### src/hw/rtl/sms_pkg.sv
// Shared types and constants for the SMS concatenation segmenter.
// Holds the channel payload structs, the front-to-back job format and header codes.
// No dependencies.
package sms_pkg;

    localparam int DEF_SEGMENT_BYTES     = 132;
    localparam int DEF_MAX_MESSAGE_BYTES = 65535;
    localparam int QUEUE_DEPTH           = 4;

    // item kinds
    localparam logic KIND_START = 1'b0;
    localparam logic KIND_DATA  = 1'b1;

    // configuration register indexes
    localparam logic CFG_HEADER_MODE = 1'b0;
    localparam logic CFG_USE_PAYLOAD = 1'b1;

    // header modes; the unused code behaves as the 16-bit reference mode
    localparam logic [1:0] MODE_NONE  = 2'd0;
    localparam logic [1:0] MODE_REF8  = 2'd1;
    localparam logic [1:0] MODE_REF16 = 2'd2;

    // concatenation header bytes
    localparam logic [7:0] UDHL_REF8   = 8'h05;
    localparam logic [7:0] IEI_REF8    = 8'h00;
    localparam logic [7:0] IEDL_REF8   = 8'h03;
    localparam logic [7:0] UDHL_REF16  = 8'h06;
    localparam logic [7:0] IEI_REF16   = 8'h08;
    localparam logic [7:0] IEDL_REF16  = 8'h04;

    typedef struct packed {
        logic        kind;
        logic [15:0] message_length;
        logic [15:0] ref_number;
        logic [7:0]  data_byte;
    } t_in_item;

    typedef struct packed {
        logic [7:0]  out_byte;
        logic        is_header;
        logic [8:0]  segment_number;
        logic [8:0]  segment_total;
        logic [15:0] ref_out;
        logic [7:0]  segment_length;
        logic        udh_flag;
        logic        end_of_segment;
        logic        last_of_run;
    } t_out_item;

    // one classified data byte, ready for the back end
    typedef struct packed {
        logic [7:0]  data;
        logic        first;
        logic [8:0]  seq;
        logic [8:0]  total;
        logic [15:0] msg_ref;
        logic [7:0]  seglen;
        logic        eos;
    } t_job;

    typedef struct packed {
        logic valid;
        t_job job;
    } t_push;

    function automatic logic [2:0] header_len(input logic [1:0] mode);
        logic [2:0] len;
        case (mode)
            MODE_NONE: len = 3'd0;
            MODE_REF8: len = 3'd6;
            default:   len = 3'd7;
        endcase
        return len;
    endfunction

endpackage

### src/hw/rtl/sms_front.sv
// Front end: accepts start and data items, tracks message state, classifies bytes.
// Emits one job per live data byte into the queue. Uses sms_pkg.
module sms_front import sms_pkg::*; #(
    parameter int SEGMENT_BYTES     = DEF_SEGMENT_BYTES,
    parameter int MAX_MESSAGE_BYTES = DEF_MAX_MESSAGE_BYTES
) (
    input  logic       i_clk,
    input  logic       i_rst_n,
    input  logic       i_in_valid,
    input  t_in_item   i_in_data,
    input  logic       i_queue_full,
    input  logic [1:0] i_header_mode,
    input  logic       i_use_payload,
    output logic       o_in_stall,
    output t_push      o_push
);

    // ceil(len / SEGMENT_BYTES) by reciprocal multiply, exact for 17-bit dividends
    localparam int          DivShift = 25;
    localparam logic [25:0] RecipMul =
        26'(((64'd1 << DivShift) + 64'(SEGMENT_BYTES) - 64'd1) / 64'(SEGMENT_BYTES));

    logic [15:0] r_bytes_left, n_bytes_left;
    logic [15:0] r_ref, n_ref;
    logic [8:0]  r_total, n_total;
    logic [8:0]  r_seq, n_seq;
    logic [7:0]  r_pos, n_pos;
    logic        r_active, n_active;

    logic        w_accept;
    logic [15:0] w_len;
    logic [16:0] w_len_round;
    logic [42:0] w_prod;
    logic [16:0] w_sum;
    logic [7:0]  w_piece;
    logic [8:0]  w_seglen_full;
    logic [7:0]  w_seglen;
    logic        w_first;
    logic [8:0]  w_seq_next;
    logic [8:0]  w_pos_inc;
    logic [7:0]  w_pos_next;
    logic        w_eos;
    logic        w_live;

    assign w_accept   = i_in_valid && !i_queue_full;
    assign o_in_stall = i_queue_full;

    assign w_len       = (i_in_data.message_length > 16'(MAX_MESSAGE_BYTES))
                         ? 16'(MAX_MESSAGE_BYTES) : i_in_data.message_length;
    assign w_len_round = {1'b0, w_len} + 17'(SEGMENT_BYTES - 1);
    assign w_prod      = 43'(w_len_round) * 43'(RecipMul);

    assign w_sum   = {1'b0, r_bytes_left} + 17'(r_pos);
    assign w_piece = (w_sum > 17'(SEGMENT_BYTES)) ? 8'(SEGMENT_BYTES) : w_sum[7:0];
    assign w_seglen_full = {1'b0, w_piece} + 9'(header_len(i_header_mode));
    assign w_seglen = i_use_payload ? 8'd0
                    : (w_seglen_full > 9'd255 ? 8'hff : w_seglen_full[7:0]);

    assign w_first    = (r_pos == 8'd0);
    assign w_seq_next = w_first ? r_seq + 9'd1 : r_seq;
    assign w_pos_inc  = {1'b0, r_pos} + 9'd1;
    assign w_pos_next = (w_pos_inc[7:0] >= 8'(SEGMENT_BYTES)) ? 8'd0 : w_pos_inc[7:0];
    assign w_eos      = (w_pos_inc >= {1'b0, w_piece}) || (r_bytes_left == 16'd1);
    assign w_live     = r_active && (r_bytes_left != 16'd0);

    always_comb begin
        n_bytes_left = r_bytes_left;
        n_ref        = r_ref;
        n_total      = r_total;
        n_seq        = r_seq;
        n_pos        = r_pos;
        n_active     = r_active;
        if (w_accept) begin
            if (i_in_data.kind == KIND_START) begin
                // restart, dropping any message in progress
                n_bytes_left = w_len;
                n_ref        = i_in_data.ref_number;
                n_total      = w_prod[DivShift+8:DivShift];
                n_seq        = 9'd0;
                n_pos        = 8'd0;
                n_active     = (w_len != 16'd0);
            end else if (w_live) begin
                n_bytes_left = r_bytes_left - 16'd1;
                n_seq        = w_seq_next;
                n_pos        = w_pos_next;
                if (r_bytes_left == 16'd1) begin
                    n_active = 1'b0;
                end
            end
        end
    end

    always_ff @(posedge i_clk) begin
        if (!i_rst_n) begin
            r_bytes_left <= '0;
            r_ref        <= '0;
            r_total      <= '0;
            r_seq        <= '0;
            r_pos        <= '0;
            r_active     <= 1'b0;
        end else begin
            r_bytes_left <= n_bytes_left;
            r_ref        <= n_ref;
            r_total      <= n_total;
            r_seq        <= n_seq;
            r_pos        <= n_pos;
            r_active     <= n_active;
        end
    end

    always_comb begin
        o_push.valid       = w_accept && (i_in_data.kind == KIND_DATA) && w_live;
        o_push.job.data    = i_in_data.data_byte;
        o_push.job.first   = w_first;
        o_push.job.seq     = w_seq_next;
        o_push.job.total   = r_total;
        o_push.job.msg_ref = r_ref;
        o_push.job.seglen  = w_seglen;
        o_push.job.eos     = w_eos;
    end

endmodule

### src/hw/rtl/sms_queue.sv
// Short job queue between the front and back ends.
// Register-based FIFO of QUEUE_DEPTH jobs; uses sms_pkg.
module sms_queue import sms_pkg::*; (
    input  logic  i_clk,
    input  logic  i_rst_n,
    input  t_push i_push,
    input  logic  i_pop,
    output logic  o_full,
    output logic  o_empty,
    output t_job  o_head
);

    localparam int PtrW = $clog2(QUEUE_DEPTH);

    t_job            r_mem [QUEUE_DEPTH];
    logic [PtrW-1:0] r_wr_ptr;
    logic [PtrW-1:0] r_rd_ptr;
    logic [PtrW:0]   r_count;

    assign o_full  = (r_count == (PtrW+1)'(QUEUE_DEPTH));
    assign o_empty = (r_count == '0);
    assign o_head  = r_mem[r_rd_ptr];

    always_ff @(posedge i_clk) begin
        if (i_push.valid) begin
            r_mem[r_wr_ptr] <= i_push.job;
        end
    end

    always_ff @(posedge i_clk) begin
        if (!i_rst_n) begin
            r_wr_ptr <= '0;
            r_rd_ptr <= '0;
            r_count  <= '0;
        end else begin
            if (i_push.valid) begin
                r_wr_ptr <= r_wr_ptr + PtrW'(1);
            end
            if (i_pop) begin
                r_rd_ptr <= r_rd_ptr + PtrW'(1);
            end
            case ({i_push.valid, i_pop})
                2'b10:   r_count <= r_count + (PtrW+1)'(1);
                2'b01:   r_count <= r_count - (PtrW+1)'(1);
                default: r_count <= r_count;
            endcase
        end
    end

endmodule

### src/hw/rtl/sms_back.sv
// Back end: expands each job into its data byte, preceded by the header bytes on a segment's first job.
// Drives the output register; uses sms_pkg.
module sms_back import sms_pkg::*; (
    input  logic       i_clk,
    input  logic       i_rst_n,
    input  t_job       i_head,
    input  logic       i_empty,
    input  logic [1:0] i_header_mode,
    input  logic       i_out_stall,
    output logic       o_pop,
    output logic       o_out_valid,
    output t_out_item  o_out_data
);

    function automatic logic [7:0] hdr_byte(input logic [1:0] mode, input logic [2:0] idx,
                                            input t_job job);
        logic [7:0] b;
        if (mode == MODE_REF8) begin
            case (idx)
                3'd0:    b = UDHL_REF8;
                3'd1:    b = IEI_REF8;
                3'd2:    b = IEDL_REF8;
                3'd3:    b = job.msg_ref[7:0];
                3'd4:    b = job.total[7:0];
                default: b = job.seq[7:0];
            endcase
        end else begin
            case (idx)
                3'd0:    b = UDHL_REF16;
                3'd1:    b = IEI_REF16;
                3'd2:    b = IEDL_REF16;
                3'd3:    b = job.msg_ref[15:8];
                3'd4:    b = job.msg_ref[7:0];
                3'd5:    b = job.total[7:0];
                default: b = job.seq[7:0];
            endcase
        end
        return b;
    endfunction

    logic [2:0] r_hidx;
    logic       r_out_valid;
    t_out_item  r_out;
    logic       w_load;
    logic       w_in_hdr;
    t_out_item  w_item;

    assign w_load   = !i_empty && (!r_out_valid || !i_out_stall);
    assign w_in_hdr = i_head.first && (r_hidx < header_len(i_header_mode));
    assign o_pop    = w_load && !w_in_hdr;

    always_comb begin
        w_item.out_byte       = w_in_hdr ? hdr_byte(i_header_mode, r_hidx, i_head)
                                         : i_head.data;
        w_item.is_header      = w_in_hdr;
        w_item.segment_number = i_head.seq;
        w_item.segment_total  = i_head.total;
        w_item.ref_out        = i_head.msg_ref;
        w_item.segment_length = i_head.seglen;
        w_item.udh_flag       = (i_header_mode != MODE_NONE);
        w_item.end_of_segment = !w_in_hdr && i_head.eos;
        w_item.last_of_run    = !w_in_hdr;
    end

    always_ff @(posedge i_clk) begin
        if (!i_rst_n) begin
            r_out_valid <= 1'b0;
            r_hidx      <= '0;
        end else begin
            if (!r_out_valid || !i_out_stall) begin
                r_out_valid <= !i_empty;
            end
            if (w_load) begin
                r_hidx <= w_in_hdr ? r_hidx + 3'd1 : 3'd0;
            end
        end
    end

    // hold payload while stalled
    always_ff @(posedge i_clk) begin
        if (w_load) begin
            r_out <= w_item;
        end
    end

    assign o_out_valid = r_out_valid;
    assign o_out_data  = r_out;

endmodule

### src/hw/rtl/sms_concatenation_segmenter.sv
// SMS concatenation segmenter top level: config registers, front, queue, back.
// Path: an accepted data byte is written into the queue and then into the output register;
// the first byte of a segment follows its 6 or 7 header results.
// Throughput: one input item per cycle if the queue has room, one result per cycle if not
// stalled; the 4-job queue hides short header bursts, but a long message stalls the input.
// Reset: synchronous active-low i_rst_n clears message state, queue and config.
module sms_concatenation_segmenter import sms_pkg::*; #(
    parameter int SEGMENT_BYTES     = DEF_SEGMENT_BYTES,
    parameter int MAX_MESSAGE_BYTES = DEF_MAX_MESSAGE_BYTES
) (
    input  logic      i_clk,
    input  logic      i_rst_n,
    input  logic      i_cfg_we,
    input  logic      i_cfg_addr,
    input  logic [1:0] i_cfg_wdata,
    input  logic      i_in_valid,
    output logic      o_in_stall,
    input  t_in_item  i_in_data,
    output logic      o_out_valid,
    input  logic      i_out_stall,
    output t_out_item o_out_data
);

    logic [1:0] r_header_mode;
    logic       r_use_payload;
    t_push      w_push;
    logic       w_pop;
    logic       w_full;
    logic       w_empty;
    t_job       w_head;

    always_ff @(posedge i_clk) begin
        if (!i_rst_n) begin
            r_header_mode <= MODE_NONE;
            r_use_payload <= 1'b0;
        end else if (i_cfg_we) begin
            case (i_cfg_addr)
                CFG_HEADER_MODE: r_header_mode <= i_cfg_wdata;
                CFG_USE_PAYLOAD: r_use_payload <= i_cfg_wdata[0];
                default:         r_header_mode <= r_header_mode;
            endcase
        end
    end

    sms_front #(
        .SEGMENT_BYTES     (SEGMENT_BYTES),
        .MAX_MESSAGE_BYTES (MAX_MESSAGE_BYTES)
    ) u_front (
        .i_clk         (i_clk),
        .i_rst_n       (i_rst_n),
        .i_in_valid    (i_in_valid),
        .i_in_data     (i_in_data),
        .i_queue_full  (w_full),
        .i_header_mode (r_header_mode),
        .i_use_payload (r_use_payload),
        .o_in_stall    (o_in_stall),
        .o_push        (w_push)
    );

    sms_queue u_queue (
        .i_clk   (i_clk),
        .i_rst_n (i_rst_n),
        .i_push  (w_push),
        .i_pop   (w_pop),
        .o_full  (w_full),
        .o_empty (w_empty),
        .o_head  (w_head)
    );

    sms_back u_back (
        .i_clk         (i_clk),
        .i_rst_n       (i_rst_n),
        .i_head        (w_head),
        .i_empty       (w_empty),
        .i_header_mode (r_header_mode),
        .i_out_stall   (i_out_stall),
        .o_pop         (w_pop),
        .o_out_valid   (o_out_valid),
        .o_out_data    (o_out_data)
    );

    a_no_push_when_full: assert property (@(posedge i_clk) disable iff (!i_rst_n)
        w_full |-> !w_push.valid)
        else $error("job pushed into a full queue");

    a_header_has_flag: assert property (@(posedge i_clk) disable iff (!i_rst_n)
        (o_out_valid && o_out_data.is_header) |->
            (o_out_data.udh_flag && !o_out_data.last_of_run))
        else $error("header byte without header flag or marked last");

    a_eos_on_data_only: assert property (@(posedge i_clk) disable iff (!i_rst_n)
        (o_out_valid && o_out_data.end_of_segment) |-> o_out_data.last_of_run)
        else $error("end of segment on a non-data result");

    a_pop_nonempty: assert property (@(posedge i_clk) disable iff (!i_rst_n)
        w_pop |-> !w_empty)
        else $error("queue popped while empty");

endmodule

### config.mk
export PLATFORM = sky130hd
export DESIGN_NAME = sms_concatenation_segmenter
export DESIGN_NICKNAME = d
export VERILOG_FILES = /design/src/hw/rtl/sms_pkg.sv /design/src/hw/rtl/sms_front.sv /design/src/hw/rtl/sms_queue.sv /design/src/hw/rtl/sms_back.sv /design/src/hw/rtl/sms_concatenation_segmenter.sv
export SDC_FILE = /design/constraint.sdc
export NUM_CORES = 1
export LEC_CHECK = 0
export BUFFER_PORTS_ARGS = -buffer_cell sky130_fd_sc_hd__buf_4
export CAP_MARGIN = 10
export CELL_PAD_IN_SITES_DETAIL_PLACEMENT = 2
export CELL_PAD_IN_SITES_GLOBAL_PLACEMENT = 2
export CORE_ASPECT_RATIO = 0.5
export CORE_MARGIN = 5
export CORE_UTILIZATION = 40
export CTS_BUF_LIST = sky130_fd_sc_hd__clkbuf_16
export DETAILED_ROUTE_END_ITERATION = 8
export HOLD_SLACK_MARGIN = 0.05
export PLACE_DENSITY = 0.78
export SYNTH_ARGS = -nofsm -noshare
export SYNTH_HDL_FRONTEND = slang
export SYNTH_SLANG_ARGS = --single-unit
### constraint.sdc
create_clock -name i_clk -period 12.05 [get_ports i_clk]
set_clock_uncertainty 0.1 [all_clocks]
set_input_delay 0.6025 -clock i_clk [delete_from_list [all_inputs] [get_ports i_clk]]
set_output_delay 0.6025 -clock i_clk [all_outputs]
set_load 0.005 [all_outputs]
==> impl_results.md <==
- Worst-Margin Slew: ~1.1 ns
- Setup-failing EPs final: 0
- Tmin final: 8.123 ns
- Cts hold-fix bufs: 0
- Max-slew violation count: 0
- Reg2reg path depth: 15
- Share of layout cells above drive strength 1: 14.02%
- # Post-CTS Setup Buffers: 0
- Number of I/O port buffers: 104
- Register bit total from synthesis: 337
- CTS Sinks: 337
- GR Util All Layers: 22.12%
- Pwr Density: 240.6 mW/mm^2
- Setup_tns: 0 ns
- Cell taking the most area after synthesis: edfxtp_1
- EDFF count, synth: 262
- Final worst slack: 3.927 ns
- Wirelength per Cell: roughly 25 um
- Max rail drop VDD: 0.0001636 V
- F_max: 0.1231 GHz
- Status: complete, no violations
- First DRT Iteration DRCs: 741
- Diode count: 0
- H-tree Lvls: 2
- CTS tree: yes
- Worst hold stages: 1
- Syn Area/Cell: 12.24 sq um
- Leakage: between 8 and 9 nW
- Pwr Total: 0.005275 W
- WS Path Type: in -> reg
- Final Non-Filler Cells: 2354
- Sequential-to-total area share from yosys stat: 48.13%
- Die area: 0.05345 sq mm
- Row count: between 50 and 60
- Worst setup SP type: primary input
- DR pass1 iterations: 5
- Initial antenna violation count: 0
- Total Routed Length: 59.15 mm
- Relative slew slack: 25.21%
- Cells after Synth: 1590
- Starting Density: 40.26%
- Vias in the first global route: 15130
- Yosys warns: 0
- Vias per std cell: ~5.6
- Worst r2r src: u_front.r_bytes_left[0]$_SDFFE_PN0P_
- Reg2Reg Setup Slack: 6.72 ns
- Die height: 166.0 um
- Post-synth ARST share: 0%
- Largest net degree at the start of global routing: between 80 and 90
- Hold Path End: u_queue.r_mem[2][44]$_DFFE_PP_
- Yosys top cell area share: 40.42%
- Grt ovf: 0
- Area growth, synth to finish: 12.64%
- Post-DRT Antenna Nets: 0
- Synth unique cells: 86
- Width of the die: 322.0 um
- Hold Path Class: in -> reg
- Synth Cell Area: 0.01947 sq mm
- Total core area: 0.04835 sq mm
- Root buf cell: clkbuf_16
- Largest cells by area after synthesis: edfxtp_1, ha_1, fa_1
- Mapped Nets: 1875
- Reg clk slew, reported paths: around 0.06 ns
- HP Start: i_in_data[0]
- Max_cap viols: 0
- Remaining DRCs: 0
- Inst Count DP: 2292
- Critical path endpoint category: flop
- CTS Buf Count: 34
- Final HPWL DP: approximately 43 mm
- CTS max path bufs: 3
- Pre-CTS setup slack: 3.449 ns
- Worst path required time: 12.41 ns
- Clk Latency, worst-skew pair: 0.55 ns
- Worst Path Max Fanout: 8
- Worst Path Arrival: between 8 and 9 ns
- Vias post-DR: 13140
- Top FF cell, synth: edfxtp_1
- Final hold vios: 0
- Nets: 1964
- GPL Wtd Cong: roughly 0.86
- Global-route wire length before repair: around 93 mm
- Worst R2R End: u_queue.r_mem[3][6]$_DFFE_PP_
- Final period utilization: around 67%
- I/O Pins: 105
- PostCTS Resize Cnt: 0
- RSZ-0062 raised after global routing: false
## worst max-delay path, stage by stage
cell and delay, ns:
buf_4 0.14, inv_1 0.09, ha_1 0.30, nor2_1 0.08, nor2_1 0.33, nor3_1 0.12
xnor2_1 0.56, inv_1 0.14, fa_1 0.61, inv_1 0.07, ha_1 0.36, xnor2_1 0.19
fa_1 0.54, inv_1 0.07, fa_1 0.54, inv_1 0.05, fa_1 0.51, fa_1 0.55
inv_1 0.04, ha_1 0.33, nand4_1 0.17, or3_1 0.46, a21o_1 0.18, o32ai_1 0.54
a31oi_1 0.24, or4b_1 0.54, nand3_1 0.08
## registers in the layout, indices dropped and copies added, names as in the netlist, named ones only
signal / count
u_back.r_hidx: 3
r_use_payload: 1
u_front.r_bytes_left: 16
u_queue.r_count: 3
u_queue.r_mem: 208
u_front.r_seq: 9
u_back.o_out_valid: 1
r_header_mode: 2
u_queue.r_wr_ptr: 2
u_front.r_total: 9
u_back.o_out_data: 54
u_front.r_pos: 8
u_front.r_ref: 16
u_front.r_active: 1
u_queue.r_rd_ptr: 2
## power breakdown
group	leakage (nW)	internal [W]	total [W]	switching, W
Clock	0.556	0.000555	0.00102	0.000469
Combinational	5.13	0.00113	0.00280	0.00168
Sequential	2.95	0.00137	0.00145	0.0000757
Total	8.64	0.00305	0.00527	0.00222
## worst max path at each step
stage	startpoint	endpoint	depth (start not counted)
detailed placement	i_in_data[24]	u_front.r_total[5]$_SDFFE_PN0P_	27
CTS	i_in_data[24]	u_front.r_total[5]$_SDFFE_PN0P_	27
finish	i_in_data[24]	u_front.r_total[5]$_SDFFE_PN0P_	27
global route	i_in_data[24]	u_front.r_total[5]$_SDFFE_PN0P_	27
floorplan	i_in_data[24]	u_front.r_total[5]$_SDFFE_PN0P_	26
global placement	i_in_data[24]	u_front.r_total[5]$_SDFFE_PN0P_	27
## per-stage QoR
step                      hold WS, ns  instance area [sq um]  utilization (%)
after detailed placement       0.4050                  20880            43.19
final                          0.1731                  21930            45.34
after floorplan                0.3520                  19470                -
after CTS                      0.1489                  21930            45.34
after global routing           0.1543                  21930            45.34
after global placement         0.3727                  20880            43.19
## synthesized netlist by cell type, drive strengths merged, types with 29 or more instances
library cell,count
mux4,52
edfxtp,262
xnor2,29
a21oi,61
inv,214
nand2,114
fa,85
dfxtp,75
ha,151
nor2,43
a21boi,34
clkbuf,39
o21ai,62
nand3,38
## cell usage in the layout (no fill, tap or decap), types with 9 or more instances in the layout
cell,netlist,final
dfxtp_1,75,73
inv_1,214,225
nand2_1,114,114
a31oi_1,10,10
fa_1,85,85
nor2_1,42,41
clkbuf_16,0,35
ha_1,151,151
a21boi_0,25,25
nand3_1,37,37
nor2b_1,24,24
a21oi_1,61,61
and2_1,24,24
o21ai_0,58,57
edfxtp_1,262,262
o211ai_1,10,10
xor2_1,19,19
a21boi_1,9,9
and3_1,20,16
a22oi_1,13,13
buf_4,3,109
o21a_1,9,9
nor3_1,19,19
xnor2_1,29,29
nor4_1,12,12
mux4_2,52,52
nand2b_1,9,9
a21o_1,19,19
## routing by layer
layer / GRT usage, % / vias to the layer above / part of all wire [%]
met4: 4.900 / 0 / 2.1
met1: 28.74 / 6870 / 43
met2: 39.55 / 290 / 51
li1: - / 5902 / -
met5: 0 / - / 0
met3: 3.081 / 77 / 4.1
## area by class of cell
cell class	instances	area (sq um)
clock buffers	35	875.8
clock inverters	27	167.7
fillers	4831	26430
inverters	216	812.0
multi-input cells	981	9064
flip-flops and latches	337	9376
well taps	649	812.0
repair buffers	109	818.3
## kinds of logic (layout without fill, tap and decap cells)
group / after synthesis / after routing / synth area share, %
adder cells (fa/ha/maj): 236 / 236 / 18.45
AND/OR/NAND/NOR: 353 / 353 / 9.532
flip-flops: 337 / 337 / 48.13
buffers and inverters: 272 / 387 / 5.425
multiplexers: 60 / 60 / 6.453
AO/OA/AOI/OAI: 284 / 284 / 9.853
XOR/XNOR: 48 / 48 / 2.160
(Power assumes the default switching activity.)
